<file path="src/design/hslp_pkg.sv">
// Shared types, constants and helper functions for the HTTP status line parser.
`default_nettype none
package hslp_pkg;

    // A version number fails the line once its value reaches this limit.
    localparam int unsigned VERSION_LIMIT = 65536;
    localparam logic [19:0] VERSION_LIMIT_W = 20'(VERSION_LIMIT);
    localparam logic [15:0] STATUS_MAX = 16'hFFFF;

    // Parse phase codes.
    localparam logic [3:0] PH_PREFIX0     = 4'd0;
    localparam logic [3:0] PH_PREFIX1     = 4'd1;
    localparam logic [3:0] PH_PREFIX2     = 4'd2;
    localparam logic [3:0] PH_PREFIX3     = 4'd3;
    localparam logic [3:0] PH_PREFIX4     = 4'd4;
    localparam logic [3:0] PH_MAJOR_FIRST = 4'd5;
    localparam logic [3:0] PH_MAJOR       = 4'd6;
    localparam logic [3:0] PH_MINOR       = 4'd7;
    localparam logic [3:0] PH_STATUS      = 4'd8;
    localparam logic [3:0] PH_OK          = 4'd9;
    localparam logic [3:0] PH_FAIL        = 4'd10;

    localparam logic [7:0] CHAR_DOT  = 8'h2E;
    localparam logic [7:0] CHAR_ZERO = 8'h30;
    localparam logic [7:0] CHAR_NINE = 8'h39;
    localparam logic [7:0] CHAR_UA   = 8'h41;
    localparam logic [7:0] CHAR_UZ   = 8'h5A;
    localparam logic [7:0] CASE_DIFF = 8'h20;

    // Lower-case prefix "http/".
    localparam logic [7:0] PREFIX_TEXT [5] = '{8'h68, 8'h74, 8'h74, 8'h70, 8'h2F};

    typedef struct packed {
        logic [7:0] byte_value;
        logic       last_byte;
    } t_in_item;

    typedef struct packed {
        logic        parse_ok;
        logic [15:0] version_major;
        logic [15:0] version_minor;
        logic [15:0] status_code;
    } t_out_item;

    function automatic logic is_digit(input logic [7:0] b);
        return (b >= CHAR_ZERO) && (b <= CHAR_NINE);
    endfunction

    function automatic logic [7:0] to_lower(input logic [7:0] b);
        if (b inside {[CHAR_UA:CHAR_UZ]}) begin
            return b + CASE_DIFF;
        end
        return b;
    endfunction

    // acc * 10 + digit, wide enough that no carry is lost.
    function automatic logic [19:0] mul10_add(input logic [15:0] acc, input logic [3:0] d);
        logic [19:0] a;
        a = {4'b0, acc};
        return (a << 3) + (a << 1) + {16'b0, d};
    endfunction

endpackage
`default_nettype wire

</file>
<file path="src/design/http_status_line_parser.sv">
// Top level of the HTTP status line parser: input register, parse step, result register.
//
// Usage: bytes of one status line enter on the input channel (i_in_valid,
// i_in_data, o_in_stall); the final byte of a line has last_byte set. Each
// line gives exactly one result on the output channel (o_out_valid,
// o_out_data, i_out_stall), produced by its final byte. A failed parse
// reports parse_ok low with all numbers zero.
// Throughput is one byte per cycle while no final byte waits on a stalled
// output. A byte taken on the input is registered in the input register,
// the parse step runs on the registered byte, and the result of a final
// byte is registered in the result register before it is offered.
// The parse step is a compare plus one multiply-by-ten accumulate on 16-bit
// values.
// When the receiver stalls with a result waiting, bytes that are not the
// final byte of a line keep flowing; a final byte waits in the input
// register, and the input channel stalls until the output is free.
// Reset clears both valid flags and returns the parser to expect the first
// prefix character with all accumulated values at zero.
`default_nettype none
module http_status_line_parser (
    input  wire logic               i_clk,
    input  wire logic               i_rst_n,
    input  wire logic               i_in_valid,
    input  wire hslp_pkg::t_in_item i_in_data,
    output logic                    o_in_stall,
    output logic                    o_out_valid,
    output hslp_pkg::t_out_item     o_out_data,
    input  wire logic               i_out_stall
);
    import hslp_pkg::*;

    logic        r_in_valid;
    t_in_item    r_in;
    logic        r_out_valid;
    t_out_item   r_out;
    logic [3:0]  r_phase;
    logic [15:0] r_major;
    logic [15:0] r_minor;
    logic [15:0] r_status;

    logic [3:0]  n_phase;
    logic [15:0] n_major;
    logic [15:0] n_minor;
    logic [15:0] n_status;
    logic [19:0] mac_in;
    logic [15:0] mac_base;
    logic        b_digit;
    logic        step;
    logic        emit;
    logic        out_free;

    assign out_free   = !r_out_valid || !i_out_stall;
    assign step       = r_in_valid && (!r_in.last_byte || out_free);
    assign emit       = step && r_in.last_byte;
    assign o_in_stall = r_in_valid && !step;

    assign b_digit = is_digit(r_in.byte_value);

    // One accumulator serves whichever value the phase is building.
    always_comb begin
        case (r_phase)
            PH_MAJOR_FIRST, PH_MAJOR: mac_base = r_major;
            PH_MINOR:                 mac_base = r_minor;
            default:                  mac_base = r_status;
        endcase
        mac_in = mul10_add(mac_base, r_in.byte_value[3:0]);
    end

    always_comb begin
        n_phase  = r_phase;
        n_major  = r_major;
        n_minor  = r_minor;
        n_status = r_status;
        case (r_phase)
            PH_PREFIX0, PH_PREFIX1, PH_PREFIX2, PH_PREFIX3, PH_PREFIX4: begin
                if (to_lower(r_in.byte_value) == PREFIX_TEXT[r_phase[2:0]]) begin
                    n_phase = r_phase + 4'd1;
                end else begin
                    n_phase = PH_FAIL;
                end
            end
            PH_MAJOR_FIRST: begin
                if (b_digit && (mac_in < VERSION_LIMIT_W)) begin
                    n_major = mac_in[15:0];
                    n_phase = PH_MAJOR;
                end else begin
                    n_phase = PH_FAIL;
                end
            end
            PH_MAJOR: begin
                if (b_digit) begin
                    if (mac_in < VERSION_LIMIT_W) begin
                        n_major = mac_in[15:0];
                    end else begin
                        n_phase = PH_FAIL;
                    end
                end else if (r_in.byte_value == CHAR_DOT) begin
                    n_phase = PH_MINOR;
                end else begin
                    n_phase = PH_FAIL;
                end
            end
            PH_MINOR: begin
                if (b_digit) begin
                    if (mac_in < VERSION_LIMIT_W) begin
                        n_minor = mac_in[15:0];
                    end else begin
                        n_phase = PH_FAIL;
                    end
                end else begin
                    // Any single non-digit byte is taken as the separator.
                    n_phase = PH_STATUS;
                end
            end
            PH_STATUS: begin
                if (b_digit) begin
                    n_status = (mac_in > {4'b0, STATUS_MAX}) ? STATUS_MAX : mac_in[15:0];
                end else begin
                    n_phase = PH_OK;
                end
            end
            PH_OK:   n_phase = PH_OK;
            default: n_phase = PH_FAIL;
        endcase
    end

    always_ff @(posedge i_clk) begin
        if (!i_rst_n) begin
            r_in_valid  <= 1'b0;
            r_out_valid <= 1'b0;
            r_phase     <= PH_PREFIX0;
            r_major     <= '0;
            r_minor     <= '0;
            r_status    <= '0;
        end else begin
            if (!o_in_stall) begin
                r_in_valid <= i_in_valid;
            end
            if (emit) begin
                r_out_valid <= 1'b1;
            end else if (!i_out_stall) begin
                r_out_valid <= 1'b0;
            end
            if (step) begin
                if (r_in.last_byte) begin
                    r_phase  <= PH_PREFIX0;
                    r_major  <= '0;
                    r_minor  <= '0;
                    r_status <= '0;
                end else begin
                    r_phase  <= n_phase;
                    r_major  <= n_major;
                    r_minor  <= n_minor;
                    r_status <= n_status;
                end
            end
        end
    end

    always_ff @(posedge i_clk) begin
        if (!o_in_stall && i_in_valid) begin
            r_in <= i_in_data;
        end
        if (emit) begin
            if (n_phase == PH_OK) begin
                r_out.parse_ok      <= 1'b1;
                r_out.version_major <= n_major;
                r_out.version_minor <= n_minor;
                r_out.status_code   <= n_status;
            end else begin
                r_out <= '0;
            end
        end
    end

    assign o_out_valid = r_out_valid;
    assign o_out_data  = r_out;

endmodule
`default_nettype wire

</file>
<file path="config.mk">
export PLATFORM = sky130hd
export DESIGN_NAME = http_status_line_parser
export DESIGN_NICKNAME = d
export VERILOG_FILES = /design/src/design/hslp_pkg.sv /design/src/design/http_status_line_parser.sv
export SDC_FILE = /design/constraint.sdc
export NUM_CORES = 1
export LEC_CHECK = 0
export BUFFER_PORTS_ARGS = -buffer_cell sky130_fd_sc_hd__buf_2
export CORE_ASPECT_RATIO = 0.8
export CORE_UTILIZATION = 45
export DETAILED_ROUTE_END_ITERATION = 16
export PLACE_DENSITY = 0.72
export SLEW_MARGIN = 0
export SYNTH_ARGS = -nofsm -noshare
export SYNTH_HDL_FRONTEND = slang
export SYNTH_SLANG_ARGS = --single-unit
</file>
<file path="constraint.sdc">
create_clock -name i_clk -period 5.9 [get_ports i_clk]
set_clock_uncertainty 0.1 [all_clocks]
set_input_delay 0.59 -clock i_clk [delete_from_list [all_inputs] [get_ports i_clk]]
set_output_delay 0.59 -clock i_clk [all_outputs]
set_load 0.005 [all_outputs]
</file>
==> flow_metrics.env, run 1 <==
export IMPL_place_congestion=0.953
export IMPL_dp_slack_ns=0.394
export IMPL_max_freq_ghz=0.179
export IMPL_yosys_warnings=0
export IMPL_p_int_mw=1.15
export IMPL_critPathCaptureType="flip-flop"
export IMPL_path_cells="inv_1 > ha_1 > or3_4 > nand2_2 > a222oi_1 > fa_1 > inv_1 > fa_1 > a211oi_1 > o211ai_1 > a21oi_1 > o211ai_1 > a211oi_2 > nand4_1 > a21o_1 > a22o_1"
export IMPL_vias=5186
export IMPL_hold_path_class="in -> reg"
export IMPL_ys_flop_type="edfxtp_1"
export IMPL_layout_drive_gt1_share_pct=15.9
export IMPL_fin_hold_ws_ns=0.307
export IMPL_dieArea_um2=14500
export IMPL_clock_power_share_pct=40.0
export IMPL_ctsHoldBuffers=0
export IMPL_switching_share_pct=23.8
export IMPL_nFillCells=1224
export IMPL_synth_most_common_cell="nor2_1"
export IMPL_drt_iter0_markers=760
export IMPL_fin_area_um2=7080
export IMPL_cts_tree="built"
export IMPL_synth_avg_cell_area_um2=10.3
export IMPL_tightest_slew_ns=1.20
export IMPL_routed_wl_um=16200
export IMPL_syn_to_final_growth_pct=11.9
export IMPL_timing_max_slew_rel_slack_pct=19.6
export IMPL_die_height_um=108
export IMPL_leakage_nw=3.07
export IMPL_cts_root_buf="clkbuf_16"
export IMPL_htreeDepth=3
export IMPL_cpMaxStageDelayCell="fa_1"
export IMPL_regToRegSetupSlack_ns=0.32
export IMPL_diodes=0
export IMPL_dr_pass1_iters=9
export IMPL_ios=64
export IMPL_cap_viol_max_count=0
export IMPL_period_share_pct=94.6
export IMPL_rsz0062_at_grt="false"
export IMPL_antenna_found_initial=0
export IMPL_cp_start_kind="flip-flop"
export IMPL_grt_pass1_wl_um=25700
export IMPL_hold_violations=0
export IMPL_critPathArrivalTime_ns=5.72
export IMPL_seq_area_um2=2820
export IMPL_critPathKind="reg -> reg"
export IMPL_critPathMaxStageDelay_ns=0.54
export IMPL_clk_path_buf_depth=2
export IMPL_vias_per_cell=6.17
export IMPL_maxSlewViolCount=0
export IMPL_fin_nets=708
export IMPL_synth_cell_types=64
export IMPL_post_cts_buffers=0
export IMPL_irDropWorstVdd_v=0.000155
export IMPL_synthesis_nets=667
export IMPL_port_buffers=63
export IMPL_synth_edff_count=58
export IMPL_grt_pass1_vias=4788
export IMPL_start_util_pct=46.4
export IMPL_grt_max_degree=50
export IMPL_post_route_min_period_ns=5.58
export IMPL_hpwl_um=12000
export IMPL_grt_total_usage_pct=22.9
export IMPL_setup_viol_count_final=0
export IMPL_switchingPower_mw=0.359
export IMPL_crit_required_ns=6.04
export IMPL_synth_top_area_share_pct=27.5
export IMPL_yosys_top_cells_area="edfxtp_1 (28%), dfxtp_1 (17%), ha_1 (7.3%)"
export IMPL_drcViolationCount=0
export IMPL_die_width_um=135
export IMPL_postPlaceCellArea_um2=6790
export IMPL_p_total_mw=1.51
export IMPL_power_frac_seq_pct=55.5
export IMPL_clk_insertion_delay_late_ns=0.36
export IMPL_p_per_area_nw_per_um2=213
export IMPL_netlist_instances=615
export IMPL_ant_nets=0
export IMPL_cts_buffers_inserted=9
export IMPL_setup_slack_ns=0.321
export IMPL_tns_ns=0
export IMPL_yosys_area_top_type="edfxtp_1"
export IMPL_cp_max_fo=17
export IMPL_cp_top_family="compound AO/OA/AOI/OAI gates"
export IMPL_multi_input_area_um2=3180
export IMPL_cts_sinks=112
export IMPL_pwr_share_comb_pct=4.5
export IMPL_ys_ff_latch=112
export IMPL_synthArstFlopShare_pct=0
export IMPL_rows=38
export IMPL_core_area_um2=13600
export IMPL_outcome="completed"
export IMPL_syn_area_um2=6330
export IMPL_wl_per_cell_um=19.3
export IMPL_critPathBufInv=2
export IMPL_grt_ovfl_total=0
export IMPL_cts_reportedPaths_clkPinSlew_ns=0.08
export IMPL_seq_area_frac_synth_pct=44.6
export IMPL_synth_common_cells="nor2_1 (65), edfxtp_1 (58), dfxtp_1 (54), ha_1 (37), inv_1 (35)"
through the flow:
| stage | utilization (%) | instances |
|---|---|---|
| 2_1_floorplan | - | 615 |
| 3_3_place_gp | 49.7 | 825 |
| 3_5_place_dp | 49.7 | 825 |
| 4_1_cts | 51.9 | 841 |
| 5_1_grt | 51.9 | 841 |
| 6_report | 51.9 | 841 |
power by group through the flow:
| stage | combinational (mW) | clock, mW | sequential (mW) |
|---|---|---|---|
| 2_1_floorplan | 0.0460 | 0 | 0.850 |
| 3_3_place_gp | 0.0662 | 0 | 0.854 |
| 3_5_place_dp | 0.0671 | 0 | 0.855 |
| 4_1_cts | 0.0674 | 0.607 | 0.836 |
| 5_1_grt | 0.0749 | 0.637 | 0.838 |
| 6_report | 0.0681 | 0.603 | 0.837 |
final timing paths:
path,from,end,cells past startpoint
worst max-delay path,r_phase[1]$_SDFFE_PN0P_,r_major[9]$_SDFFE_PN0P_,16
worst min-delay path,i_in_data[3],r_in[3]$_DFFE_PP_,1
worst max register to register,r_phase[1]$_SDFFE_PN0P_,r_major[9]$_SDFFE_PN0P_,16
worst min register to register,r_in_valid$_SDFFE_PN0N_,r_status[13]$_SDFFE_PN0P_,1
placed cells by master (no fill, tap or decap), types with 11 or more instances in the layout:
cell type,synthesis,routed
nor2_1,65,64
buf_2,9,63
edfxtp_1,58,58
dfxtp_1,54,54
ha_1,37,37
inv_1,35,35
mux2i_1,31,31
a22o_1,29,29
a21oi_1,28,28
nand2_1,20,20
a222oi_1,16,16
a31oi_1,16,16
o221a_1,16,16
a311oi_1,13,13
o21ai_0,12,12
buf_4,3,12
xnor2_1,11,11
metal layers:
| metal | global-route usage (%) | part of all wire [%] |
|---|---|---|
| met1 | 34.2 | 48 |
| met5 | 0 | 0 |
| met3 | 5.20 | 9.4 |
| met4 | 6.66 | 1.5 |
| met2 | 32.7 | 41 |
state kept, by name, summed over array words and instances, names as in the netlist:
signal	count
r_in	9
r_status	16
r_minor	16
r_major	16
r_phase	4
o_out_data	49
o_out_valid	1
r_in_valid	1
timing repair:
item / in CTS / in global routing
setup endpoints to repair: 0 / 69
endpoints found under the hold margin: 0 / 0
gates resized for setup: 0 / 1
logic make-up (layout without fill, tap and decap cells):
group / after synthesis / count (layout) / share of synthesized area, %
AO/OA/AOI/OAI: 188 / 188 / 23.2
buffers and inverters: 82 / 128 / 5.46
multiplexers: 31 / 31 / 4.90
AND/OR/NAND/NOR: 143 / 143 / 11.2
XOR/XNOR: 20 / 20 / 2.77
flip-flops: 112 / 112 / 44.6
adder cells (fa/ha/maj): 39 / 39 / 7.95
area by class of cell:
cell class / instances / area share (%)
multi-input cells: 421 / 44.9
clock buffers: 10 / 3.23
flip-flops and latches: 112 / 39.8
clock inverters: 6 / 0.883
repair buffers: 76 / 6.00
inverters: 36 / 1.91
well taps: 180 / 3.18
(Power assumes the default switching activity.)
==> run 2: changes to the inputs <==
--- a/config.mk
+++ b/config.mk
@@ -8,6 +8,7 @@
 export BUFFER_PORTS_ARGS = -buffer_cell sky130_fd_sc_hd__buf_2
 export CORE_ASPECT_RATIO = 0.8
 export CORE_UTILIZATION = 45
+export CTS_BUF_LIST = sky130_fd_sc_hd__clkbuf_8 sky130_fd_sc_hd__clkbuf_16
 export DETAILED_ROUTE_END_ITERATION = 16
 export PLACE_DENSITY = 0.72
 export SLEW_MARGIN = 0
==> flow_metrics.env, run 2 (synthesis gave the netlist of run 1 again) <==
export IMPL_cts_sinks=112
export IMPL_clk_path_buf_depth=2
export IMPL_instances_no_fill=841
export IMPL_rr_startpoint="r_phase[1]$_SDFFE_PN0P_"
export IMPL_fin_hold_ws_ns=0.308
export IMPL_rows=38
export IMPL_critPathKind="reg -> reg"
export IMPL_path_cells="inv_1 > ha_1 > or3_4 > nand2_2 > a222oi_1 > fa_1 > inv_1 > fa_1 > a211oi_1 > o211ai_1 > a21oi_1 > o211ai_1 > a211oi_2 > nand4_1 > a21o_1 > a22o_1"
export IMPL_largest_reg_flops=49
export IMPL_die_height_um=108
export IMPL_hold_violations=0
export IMPL_cap_viol_max_count=0
export IMPL_antenna_found_initial=0
export IMPL_cpMaxStageDelayCell="fa_1"
export IMPL_place_congestion=0.953
export IMPL_timing_max_slew_rel_slack_pct=20.0
export IMPL_cts_tree="built"
export IMPL_critPathBufInv=2
export IMPL_critPathCaptureType="flip-flop"
export IMPL_layout_drive_gt1_share_pct=15.9
export IMPL_critPathMaxStageDelay_ns=0.53
export IMPL_routed_wl_um=16200
export IMPL_dr_pass1_iters=6
export IMPL_period_share_pct=94.6
export IMPL_setup_viol_count_final=0
export IMPL_postPlaceCellArea_um2=6790
export IMPL_grt_pass1_wl_um=25700
export IMPL_final_common_cell="nor2_1"
export IMPL_outcome="completed"
export IMPL_dp_cells=825
export IMPL_irDropWorstVdd_v=0.000155
export IMPL_cts_reportedPaths_clkPinSlew_ns=0.08
export IMPL_startpoint="r_phase[1]$_SDFFE_PN0P_"
export IMPL_drcViolationCount=0
export IMPL_nFillCells=1224
export IMPL_grt_ovfl_total=0
export IMPL_worst_r2r_endpoint="r_major[9]$_SDFFE_PN0P_"
export IMPL_min_delay_worst_endpoint="r_in[3]$_DFFE_PP_"
export IMPL_ios=64
export IMPL_diodes=0
export IMPL_holdPathStages=1
export IMPL_start_util_pct=46.4
export IMPL_grt_pass1_vias=4788
export IMPL_p_total_mw=1.50
export IMPL_port_buffers=63
export IMPL_tns_ns=0
export IMPL_cp_top_family="compound AO/OA/AOI/OAI gates"
export IMPL_cp_max_fo=17
export IMPL_crit_required_ns=6.04
export IMPL_dieArea_um2=14500
export IMPL_post_route_min_period_ns=5.58
export IMPL_cp_start_kind="flip-flop"
export IMPL_drt_iter0_markers=778
export IMPL_regToRegSetupSlack_ns=0.32
export IMPL_worstRegToRegCells=16
export IMPL_htreeDepth=3
export IMPL_vias=5169
export IMPL_vias_per_cell=6.15
export IMPL_hpwl_um=12000
export IMPL_fin_nets=708
export IMPL_ctsHoldBuffers=0
export IMPL_maxSlewViolCount=0
export IMPL_ant_nets=0
export IMPL_grt_total_usage_pct=22.9
export IMPL_grt_max_degree=50
export IMPL_core_area_um2=13600
export IMPL_p_per_area_nw_per_um2=212
export IMPL_critPathArrivalTime_ns=5.73
export IMPL_tightest_slew_ns=1.20
export IMPL_syn_to_final_growth_pct=11.9
export IMPL_fin_area_um2=7080
export IMPL_clk_insertion_delay_late_ns=0.36
export IMPL_max_freq_ghz=0.179
export IMPL_cts_root_buf="clkbuf_16"
export IMPL_wl_per_cell_um=19.2
export IMPL_hold_start="i_in_data[3]"
export IMPL_rsz0062_at_grt="false"
export IMPL_cts_buffers_inserted=9
export IMPL_die_width_um=135
export IMPL_leakage_nw=3.08
export IMPL_hold_path_class="in -> reg"
export IMPL_final_cell_mix="nor2_1 (64), buf_2 (63), edfxtp_1 (58), dfxtp_1 (54), ha_1 (37)"
==> run 2: cell count changes in the layout (fill, tap and decap cells not counted), sizes merged <==
cell    before  now
clkbuf      10    9
inv         39   40
==> run 2: final cells by class <==
cell class	instances	area [um2]	area share, %
Timing Repair Buffer	76	425	6.00
Tap cell	180	225	3.18
Multi-Input combinational cell	421	3180	44.9
Sequential cell	112	2820	39.8
Inverter	36	135	1.91
Clock inverter	7	66.3	0.936
Clock buffer	9	225	3.18
==> run 2: worst max-delay path by stage <==
stage | depth (start not counted) | end
after floorplan | 20 | o_out_data[31]$_SDFFCE_PP0P_
after global placement | 16 | r_major[9]$_SDFFE_PN0P_
after detailed placement | 16 | r_major[9]$_SDFFE_PN0P_
after CTS | 16 | r_major[12]$_SDFFE_PN0P_
after global routing | 17 | r_minor[11]$_SDFFE_PN0P_
final | 16 | r_major[9]$_SDFFE_PN0P_
==> run 2: timing repair <==
item,CTS,global route
endpoints found under the setup margin,0,69
endpoints found under the hold margin,0,0
buffers inserted,0,0
resized for setup,0,1
==> run 2: report_power, final <==
group | switching, mW | internal [mW] | leakage [nW] | total [mW]
Clock | 0.303 | 0.297 | 0.146 | 0.600
Sequential | 0.0106 | 0.826 | 1.01 | 0.837
Combinational | 0.0438 | 0.0241 | 1.92 | 0.0679
Total | 0.358 | 1.15 | 3.08 | 1.50
==> run 2: worst register-to-register path, stage by stage, from the launching register on <==
cell	delay (ns)
dfxtp_1	0.45
inv_1	0.12
ha_1	0.30
or3_4	0.44
nand2_2	0.30
a222oi_1	0.24
fa_1	0.53
inv_1	0.07
fa_1	0.51
a211oi_1	0.35
o211ai_1	0.15
a21oi_1	0.27
o211ai_1	0.14
a211oi_2	0.47
nand4_1	0.21
a21o_1	0.46
a22o_1	0.35
==> run 2: through the flow <==
step,utilization [%],worst slack [ns]
after global placement,49.7,0.529
after floorplan,-,0.957
after CTS,51.9,0.343
after detailed placement,49.7,0.394
after global routing,51.9,0.0216
final,51.9,0.316
==> run 2: per-layer routing <==
metal / vias up / GRT usage (%) / share of wire (%)
li1: 2433 / - / -
met1: 2463 / 34.2 / 48
met2: 258 / 32.7 / 41
met3: 15 / 5.20 / 9.8
met4: 0 / 6.66 / 1.3
met5: - / 0 / 0
